## src/hw/rtl/nlsa_pkg.sv

```systemverilog
// shared types, constants and the table lookup helper for the nibble lookup score accumulator
// no dependencies
package nlsa_pkg;

  localparam int LANES       = 32;
  localparam int HALF_LANES  = LANES / 2;
  localparam int LANE_W      = $clog2(LANES);
  localparam int CNT_W       = $clog2(LANES + 1);
  localparam int SCORE_W     = 32;
  localparam int VAL_W       = 8;
  localparam int CODE_W      = 4;
  localparam int TABLE_W     = 128;
  localparam int CELL_W      = 128;
  localparam int IN_TDATA_W  = 256;
  localparam int OUT_TDATA_W = 40;
  localparam int QDEPTH      = 2;
  localparam int QPTR_W      = $clog2(QDEPTH);
  localparam int QCNT_W      = $clog2(QDEPTH + 1);

  typedef struct packed {
    logic [LANES-1:0][VAL_W-1:0] vals;
    logic                        last;
  } entry_t;

  function automatic logic [VAL_W-1:0] lut_pick(input logic [TABLE_W-1:0] lut,
                                                input logic [CODE_W-1:0]  code);
    lut_pick = lut[code*VAL_W +: VAL_W];
  endfunction

endpackage

```

## src/hw/rtl/nlsa_queue.sv

```systemverilog
// two-entry item queue between the lookup front end and the accumulator back end
// depends on nlsa_pkg
module nlsa_queue
  import nlsa_pkg::*;
(
  input  logic   clk,
  input  logic   rst_n,
  input  logic   push_valid,
  output logic   push_ready,
  input  entry_t push_ent,
  output logic   pop_valid,
  input  logic   pop_ready,
  output entry_t pop_ent
);

  entry_t              slot_r [QDEPTH];
  logic [QPTR_W-1:0]   wr_ptr_r, wr_ptr_nxt;
  logic [QPTR_W-1:0]   rd_ptr_r, rd_ptr_nxt;
  logic [QCNT_W-1:0]   count_r, count_nxt;
  logic                push, pop;

  assign push_ready = count_r != QCNT_W'(QDEPTH);
  assign pop_valid  = count_r != '0;
  assign pop_ent    = slot_r[rd_ptr_r];
  assign push       = push_valid && push_ready;
  assign pop        = pop_valid && pop_ready;

  always_comb begin
    wr_ptr_nxt = push ? wr_ptr_r + 1'b1 : wr_ptr_r;
    rd_ptr_nxt = pop ? rd_ptr_r + 1'b1 : rd_ptr_r;
    count_nxt  = count_r;
    if (push && !pop) begin
      count_nxt = count_r + 1'b1;
    end else if (pop && !push) begin
      count_nxt = count_r - 1'b1;
    end
  end

  always_ff @(posedge clk) begin
    if (!rst_n) begin
      wr_ptr_r <= '0;
      rd_ptr_r <= '0;
      count_r  <= '0;
    end else begin
      wr_ptr_r <= wr_ptr_nxt;
      rd_ptr_r <= rd_ptr_nxt;
      count_r  <= count_nxt;
    end
  end

  always_ff @(posedge clk) begin
    if (push) begin
      slot_r[wr_ptr_r] <= push_ent;
    end
  end

endmodule

```

## config.mk

```make
export PLATFORM = sky130hd
export DESIGN_NAME = nlsa_queue
export DESIGN_NICKNAME = d
export VERILOG_FILES = /design/src/hw/rtl/nlsa_pkg.sv /design/src/hw/rtl/nlsa_queue.sv
export SDC_FILE = /design/constraint.sdc
export NUM_CORES = 1
export LEC_CHECK = 0
export BUFFER_PORTS_ARGS = -buffer_cell sky130_fd_sc_hd__buf_2
export CAP_MARGIN = 40
export CORE_ASPECT_RATIO = 0.6
export CORE_MARGIN = 2
export CORE_UTILIZATION = 48
export DETAILED_ROUTE_END_ITERATION = 10
export HOLD_SLACK_MARGIN = 0.12
export PLACE_DENSITY = 0.77
export RECOVER_POWER = 25
export SLEW_MARGIN = 20
export SYNTH_ARGS = -nofsm -noshare
export SYNTH_HDL_FRONTEND = slang
export SYNTH_SLANG_ARGS = --single-unit
```

## constraint.sdc

```tcl
create_clock -name clk -period 7.3 [get_ports clk]
set_input_delay 0.73 -clock clk [delete_from_list [all_inputs] [get_ports clk]]
set_output_delay 0.73 -clock clk [all_outputs]
set_load 0.02 [all_outputs]
```

==> flow_metrics.tcl <==
set metrics [dict create \
    status "complete, no violations" \
    io_buffer_count 519 \
    power_frac_seq_pct 43.1 \
    p_switching_uw 2620 \
    totalWireLength_um 39800 \
    synth_edf_count 514 \
    peakVddDrop_mv 0.358 \
    hold_class "in2reg" \
    area_growth_pct 22.7 \
    hpwl_um 26400 \
    ys_seq_elements 519 \
    cts_tree "built" \
    syn_area_um2 19800 \
    grt_antenna_before_repair 14 \
    holdBufCountCts 0 \
    critical_path.startpoint_type "register" \
    core-area_um2 40600 \
    setup_viol 0 \
    finalHoldViolCount 0 \
    htree_levels 2 \
    netlist.area_leader.share_pct 78.0 \
    drv_cap 0 \
    ys_top_cells_by_area "edfxtp_1 (78%), mux2_4 (17%), mux2_2 (1.5%)" \
    crit_fanout 128 \
    cts.sinks 519 \
    clockRootBuffer "clkbuf_16" \
    yosys-top-cells-count "edfxtp_1 (514), mux2_4 (230), mux2_2 (27)" \
    ys_seq_area_share_pct 78.5 \
    rsz0062_at_grt "no" \
    grt-ovfl-total 0 \
    async_flop_share_pct 0 \
    p_per_area_nw_per_um2 366 \
    slew_headroom_pct 28.6 \
    p_int_uw 6280 \
    avgSynthCellArea_um2 24.0 \
    finalCritPeriodShare_pct 44.9 \
    max_stage_delay_ns 0.65 \
    slowest_stage "buf_12" \
    synth.most_common_cell "edfxtp_1" \
    clock_path_buffers 3 \
    leakage_uw 0.00930 \
    fin_cells 1943 \
    die_width_um 266 \
    grt_pass1_vias 9957 \
    route.antenna.remaining_nets 0 \
    crit_family "buffers and inverters" \
    crit_arrival_ns 2.55 \
    fin_tns_setup_ns 0 \
    io_pins 520 \
    drive_gt1_share_pct 56.3 \
    yosys.area.top_type "edfxtp_1" \
    placed_cells 1850 \
    num_rows 57 \
    drcViolationCount 0 \
    drt_pre_antenna_iters 4 \
    postSynthCellCount 824 \
    grt_max_degree 154 \
    power_uw 8890 \
    clkLatencyLatePin_ns 0.55 \
    fin_nets 1630 \
    critPathCaptureType "primary output" \
    grtUsageTotal_pct 17.9 \
    die-height_um 161 \
    syn-num-nets 1086 \
    comb_power_share_pct 28.9 \
    globalplace.congestion 0.758 \
    die_area_um2 42900 \
    worst_pin_slew_ns 1.07 \
    power.share.clock_pct 27.9 \
    initial_utilization_pct 48.8 \
    grt_pass1_wl_um 58000 \
    wl_per_cell_um 20.5 \
    fmax_mhz 305 \
    yosys_most_used_dff "edfxtp_1" \
    num_vias 9626 \
    numCtsBuffers 47 \
    synth_cell_types 23 \
    skew_ns 0.0202 \
    clk_pin_slew_worst_paths_ns 0.07 \
    final_util_pct 59.9 \
    cp.buffers_inverters 2 \
    cp.required_ns 6.57 \
    ys_warn_count 0 \
    worstSetupPathType "reg2out" \
    drt_first_iter_violations 701 \
    drv_slew 0 \
    vias_per_cell 4.95 \
    period_needed_ns 3.28 \
    ctsResizeCount 0 \
    post_cts_buffers 0 \
    swShare_pct 29.4 \
    crit_chain "buf_12 -> mux2_4 -> buf_2" \
    fillerInstances 2980 \
]
## cell type report
| cell class | instances | area, µm² | area share, % |
|---|---|---|---|
| Antenna cell | 8 | 20.0 | 0.0824 |
| Multi-Input combinational cell | 275 | 3900 | 16.1 |
| Inverter | 1 | 11.3 | 0.0464 |
| Sequential cell | 519 | 15500 | 64.0 |
| Timing Repair Buffer | 524 | 2600 | 10.7 |
| Tap cell | 531 | 664 | 2.74 |
| Clock buffer | 55 | 1230 | 5.05 |
| Clock inverter | 30 | 330 | 1.36 |
## logic make-up after synthesis
family          Yosys count  share of synthesized area, %
flops                   519                          78.5
simple gates              9                         0.329
fa+ha+maj                 1                        0.0632
xor+xnor                  3                         0.133
compound gates            5                         0.177
buf+inv                  30                          1.86
mux                     257                          19.0
## per-layer routing
layer  global-route usage, %  wire length, µm  vias to the layer above
met5                       0               49                        -
met4                    6.64             1270                        8
met3                    5.66             2950                       92
met2                    30.7            20300                      348
met1                    21.1            15200                     4792
li1                        -                -                     4386
## power groups by stage
stage                     Sequential (µW)  Combinational [µW]  Clock (µW)
after floorplan                      3950                1950           0
after global placement               3870                2570           0
after detailed placement             3900                2600           0
after CTS                            3840                2610        2560
after global routing                 3870                2710        2670
final                                3840                2570        2480
## metrics by stage
step | hold WS (ns) | area (µm²) | worst slack, ns
finish | 0.350 | 24300 | 4.02
global route | 0.323 | 24300 | 3.92
CTS | 0.316 | 24400 | 4.02
detailed placement | 0.551 | 22800 | 4.37
global placement | 0.532 | 22800 | 4.40
floorplan | 0.512 | 19800 | 0.0145
## worst paths after layout
| kind | startpoint | to | slack [ns] | cells after the start |
|---|---|---|---|---|
| hold reg to reg | count_r[1] | count_r[1] | 0.56 | 2 |
| setup / recovery | register | pop_ent[37] | 4.02 | 3 |
| setup reg to reg | count_r[0] | slot_r[0][219] | 4.58 | 4 |
| hold / removal | push_ent[4] | slot_r[1][4] | 0.35 | 1 |
## registers in the layout, indices dropped and copies added, names as in the netlist, named ones only
signal    count
wr_ptr_r      1
count_r       2
slot_r      514
rd_ptr_r      1
## cell usage in the layout (no fill, tap or decap), types with 2 or more instances in the layout
master and n:
edfxtp_1 514, mux2_2 27, diode_2 8, bufinv_16 6
clkinvlp_4 3, buf_2 450, buf_12 4, clkinv_1 5
and2_1 4, mux2_4 230, clkbuf_16 48, inv_6 2
dfxtp_1 4, clkinv_2 11, xnor2_1 2, inv_8 2
clkbuf_1 76
Power figures use the tool's default switching activity.
