==> config.mk <==
export PLATFORM = sky130hd
export DESIGN_NAME = nlsa_back
export DESIGN_NICKNAME = d
export VERILOG_FILES = /design/src/hw/rtl/nlsa_pkg.sv /design/src/hw/rtl/nlsa_back.sv
export SDC_FILE = /design/constraint.sdc
export NUM_CORES = 2
export LEC_CHECK = 0
export BUFFER_PORTS_ARGS = -buffer_cell sky130_fd_sc_hd__buf_2
export CELL_PAD_IN_SITES_DETAIL_PLACEMENT = 0
export CELL_PAD_IN_SITES_GLOBAL_PLACEMENT = 2
export CORE_ASPECT_RATIO = 0.8
export CORE_UTILIZATION = 48
export CTS_BUF_LIST = sky130_fd_sc_hd__clkbuf_8
export DETAILED_ROUTE_END_ITERATION = 6
export GPL_ROUTABILITY_DRIVEN = 0
export PLACE_DENSITY_LB_ADDON = 0.15
export REMOVE_ABC_BUFFERS = 1
export SLEW_MARGIN = 20
export SYNTH_ARGS = -nofsm -noshare
export SYNTH_HDL_FRONTEND = slang
export SYNTH_SLANG_ARGS = --single-unit
==> constraint.sdc <==
create_clock -name clk -period 79.4 [get_ports clk]
set_input_delay 7.94 -clock clk [delete_from_list [all_inputs] [get_ports clk]]
set_output_delay 7.94 -clock clk [all_outputs]
set_load 0.05 [all_outputs]
==> src/hw/rtl/nlsa_pkg.sv <==
// shared types, constants and the table lookup helper for the nibble lookup score accumulator
// no dependencies
package nlsa_pkg;

  localparam int LANES       = 32;
  localparam int HALF_LANES  = LANES / 2;
  localparam int LANE_W      = $clog2(LANES);
  localparam int CNT_W       = $clog2(LANES + 1);
  localparam int SCORE_W     = 32;
  localparam int VAL_W       = 8;
  localparam int CODE_W      = 4;
  localparam int TABLE_W     = 128;
  localparam int CELL_W      = 128;
  localparam int IN_TDATA_W  = 256;
  localparam int OUT_TDATA_W = 40;
  localparam int QDEPTH      = 2;
  localparam int QPTR_W      = $clog2(QDEPTH);
  localparam int QCNT_W      = $clog2(QDEPTH + 1);

  typedef struct packed {
    logic [LANES-1:0][VAL_W-1:0] vals;
    logic                        last;
  } entry_t;

  function automatic logic [VAL_W-1:0] lut_pick(input logic [TABLE_W-1:0] lut,
                                                input logic [CODE_W-1:0]  code);
    lut_pick = lut[code*VAL_W +: VAL_W];
  endfunction

endpackage

==> src/hw/rtl/nlsa_back.sv <==
// back end: per-lane accumulators, drain buffer for finished blocks and the output register
// depends on nlsa_pkg
module nlsa_back
  import nlsa_pkg::*;
(
  input  logic               clk,
  input  logic               rst_n,
  input  logic               ent_valid,
  output logic               ent_ready,
  input  entry_t             ent,
  output logic               out_valid,
  input  logic               out_ready,
  output logic [LANE_W-1:0]  out_lane,
  output logic [SCORE_W-1:0] out_score,
  output logic               out_last
);

  logic [SCORE_W-1:0] acc_r   [LANES];
  logic [SCORE_W-1:0] drain_r [LANES];
  logic [CNT_W-1:0]   cnt_r, cnt_nxt;
  logic               busy, pop, emit;
  logic [CNT_W-1:0]   lane_full;

  logic               ov_r, ov_nxt;
  logic [LANE_W-1:0]  lane_r;
  logic [SCORE_W-1:0] score_r;
  logic               last_r;

  assign busy      = cnt_r != '0;
  assign ent_ready = !ent.last || !busy;
  assign pop       = ent_valid && ent_ready;
  assign emit      = busy && (!ov_r || out_ready);
  assign lane_full = CNT_W'(LANES) - cnt_r;

  always_comb begin
    cnt_nxt = cnt_r;
    if (pop && ent.last) begin
      cnt_nxt = CNT_W'(LANES);
    end else if (emit) begin
      cnt_nxt = cnt_r - 1'b1;
    end
    ov_nxt = ov_r;
    if (emit) begin
      ov_nxt = 1'b1;
    end else if (out_ready) begin
      ov_nxt = 1'b0;
    end
  end

  always_ff @(posedge clk) begin
    if (!rst_n) begin
      cnt_r <= '0;
      ov_r  <= 1'b0;
      for (int j = 0; j < LANES; j++) begin
        acc_r[j] <= '0;
      end
    end else begin
      cnt_r <= cnt_nxt;
      ov_r  <= ov_nxt;
      if (pop) begin
        for (int j = 0; j < LANES; j++) begin
          acc_r[j] <= ent.last ? '0 : acc_r[j] + SCORE_W'(ent.vals[j]);
        end
      end
    end
  end

  always_ff @(posedge clk) begin
    if (pop && ent.last) begin
      for (int j = 0; j < LANES; j++) begin
        drain_r[j] <= acc_r[j] + SCORE_W'(ent.vals[j]);
      end
    end else if (emit) begin
      for (int j = 0; j < LANES - 1; j++) begin
        drain_r[j] <= drain_r[j+1];
      end
    end
    if (emit) begin
      lane_r  <= lane_full[LANE_W-1:0];
      score_r <= drain_r[0];
      last_r  <= cnt_r == CNT_W'(1);
    end
  end

  assign out_valid = ov_r;
  assign out_lane  = lane_r;
  assign out_score = score_r;
  assign out_last  = last_r;

endmodule

==> results.toml <==
[status]
status = "finished with violations"
violations = "design-rule violations"

[placement]
place_area_um2 = 106000
place_ws_ns = 63.03
portBuffers = 300
place_inst = 11915
dp_hpwl_um = 157000

[synth]
synth_top_family_by_area = "simple AND/OR/NAND/NOR gates"
synth_top_area_share_pct = 61.2
synth.most_common_cell = "edfxtp_1"
synth_cell_types = 95
synth.cell_area_um2 = 102000
synthTopCellsByCount = "edfxtp_1 (2086), nor2_1 (1642), nand2_1 (1007)"
ys_ff_latch = 2093
yosys-mux-area-fraction_pct = 0.0220
synth_area_leader_cell = "edfxtp_1"
async_flop_share_pct = 0
seq_area_frac_synth_pct = 61.3
ys_top_cells_by_area = "edfxtp_1 (61%), nor2_1 (6.0%), xnor2_1 (4.4%)"
synth_fa_ha_area_share_pct = 3.79
synth_cells = 9109
synth_edf_count = 2086
synth_xor_area_share_pct = 8.24
syn_avg_cell_area_um2 = 11.2
yosys.area_share.simple_pct = 16.5
synth_ff_type = "edfxtp_1"
yosys_warnings = 0
synth_compound_gate_area_share_pct = 8.12

[clocking]
holdBufCountCts = 0
cts_tree = "yes"
clock_latency_ns = 1.06
root_buffer = "clkbuf_8"
cts_num_sinks = 2093
cts_setup_buffers = 0
cts-buffers-inserted = 359
htree_num_levels = 5
clkTransAtPathRegs_ns = 0.06
clk_path_buf_depth = 4
cts_resized = 0

[floorplan]
rows = 151
start_util_pct = 48.3
dieArea_um2 = 215000
coreArea_um2 = 212000
die_y_um = 415
ios = 301
die_w_um = 518

[drt]
viasPerCell = 5.46
wire_per_inst_um = 19.3
ant_nets = 0
firstDrtPassIters = 7
drtIter0Drc = 5755
via_count = 68552
remaining_drc_errors = 96
routed_wl_um = 243000

[timing]
post-route-period-util_pct = 20.6
fin_hold_ws_ns = 0.417
timing.final.ws_setup_ns = 63.03
tightestPinTransition_ns = 1.22
rsz0062_at_grt = "no"
timing.final.crit_period_ns = 16.37
fmax_mhz = 61.1
final.setup_skew_ns = 0.0456
hold_violations = 0
setup_viol = 0
finalSetupTns_ns = 0
slew_headroom_pct = 18.9
slew_viol_final = 0

[power]
power_leakage_nw = 42.1
seqPwrFrac_pct = 50.4
p_int_mw = 2.59
p_sw_mw = 1.43
power.total_mw = 4.02
combPwrFrac_pct = 27.6
power_switching_share_pct = 35.5
max-vdd-ir-drop_uv = 41.7
pwr_density_cell_nw_per_um2 = 35.7
clock_power_share_pct = 22.0

[global_route]
antenna_found_initial = 11
grt_max_degree = 234
grt_pass1_wl_um = 380000
grt_pass1_vias = 67648
grtUsageTotal_pct = 22.3
overflow = 0

[cells_and_area]
multiInputGateArea_um2 = 37600
fin_cells = 12545
areaGrowthSynthToFinish_pct = 10.1
final_area_um2 = 113000
nNetsFinal = 10000
fillers = 18909
final_core_util_pct = 53.2
drive_gt1_share_pct = 8.81
seqCellArea_um2 = 62800

[hold_path]
min_from = "drain_r[0][19]$_DFFE_PP_"
hp-class = "flop to flop"
holdPathStages = 0
holdPathEnd = "out_score[19]$_DFFE_PP_"

[critical_path]
crit_top_cell = "buf_2"
critical_path_class = "input port to output port"
crit_path_end_kind = "output port"
cp.arrival_ns = 8.43
cp.buffers_inverters = 2
crit_path_max_fanout = 4
r2r_end = "acc_r[0][722]$_SDFFCE_PP0P_"
cpLargestDelayFamily = "buffers and inverters"
r2r_slack_ns = 73.86
r2r_start = "cnt_r[2]$_SDFFE_PP0P_"
cp_slowest_stage_delay_ns = 0.27
critPathSlowestCell = "buf_2"
path_depth = 3
cp_cell_sequence = "buf_2 > nand2_1 > buf_2"
critical_path_required_ns = 71.46
critPathLaunchType = "input port"
r2r_cells = 9

[job]
cap_violations = 0
[worst max path at each step]
stage | endpoint | slack [ns] | from
global route | ent_ready | 63.01 | ent[0]
CTS | ent_ready | 63.03 | ent[0]
finish | ent_ready | 63.03 | ent[0]
global placement | ent_ready | 63.00 | ent[0]
detailed placement | ent_ready | 63.03 | ent[0]
floorplan | drain_r[0][0]$_DFFE_PP_ | -0.24 | out_ready
[cells by family (layout without fill, tap and decap cells)]
family	Yosys count	in the layout
AND/OR/NAND/NOR	3764	3764
multiplexers	2	2
AO/OA/AOI/OAI	1486	1486
buffers and inverters	511	1100
other	0	17
adder cells (fa/ha/maj)	291	291
flip-flops	2093	2093
XOR/XNOR	962	962
[layer usage]
metal | track usage (%) | vias up | part of all wire (%)
met5 | 0 | - | 0
met4 | 6.94 | 0 | 2.6
met3 | 3.53 | 416 | 5.2
met2 | 33.2 | 1601 | 44
met1 | 33.3 | 33365 | 48
li1 | - | 33170 | -
[layout by cell type (no fill, tap or decap), types with 19 or more instances in the layout]
cell type	Yosys	routed
inv_1	123	238
or2_2	19	19
a211oi_1	20	20
nor4_1	44	44
nand4_1	147	147
nor2_1	1642	1642
edfxtp_1	2086	2086
buf_4	3	53
xnor2_1	513	513
a21oi_1	580	579
o21ai_1	25	25
o21a_1	41	41
and4_1	55	55
nand3_1	279	279
a21o_1	92	91
nor3_1	125	124
o21bai_1	33	32
clkinv_2	0	30
nor2b_1	44	43
and3_1	183	183
nand2b_1	35	34
xor2_1	448	448
ha_1	259	259
o21ai_0	585	585
nand2_1	1007	1004
fa_1	32	32
clkbuf_8	0	365
buf_2	99	300
clkinv_1	1	89
and2_1	93	93
[power groups by stage]
stage	Sequential (mW)	Clock (mW)	Combinational, mW
floorplan	2.09	0	0.985
global placement	2.05	0	1.11
detailed placement	2.05	0	1.13
CTS	2.03	0.911	1.13
global route	2.06	0.956	1.26
finish	2.03	0.885	1.11
[flip-flops by register name, summed over array words and instances, names as in the netlist]
name,count
out_lane,5
cnt_r,6
out_last,1
out_valid,1
out_score,32
acc_r,1024
drain_r,1024
[final cells by class]
type / instances / area share [%]
antenna: 17 / 0.0378
clock buffer: 365 / 4.46
clock inverter: 246 / 1.01
inverter: 125 / 0.423
multi-input combinational: 6505 / 33.3
sequential: 2093 / 55.7
tap: 2830 / 3.14
timing repair buffer: 364 / 1.88
(Power assumes the default switching activity.)
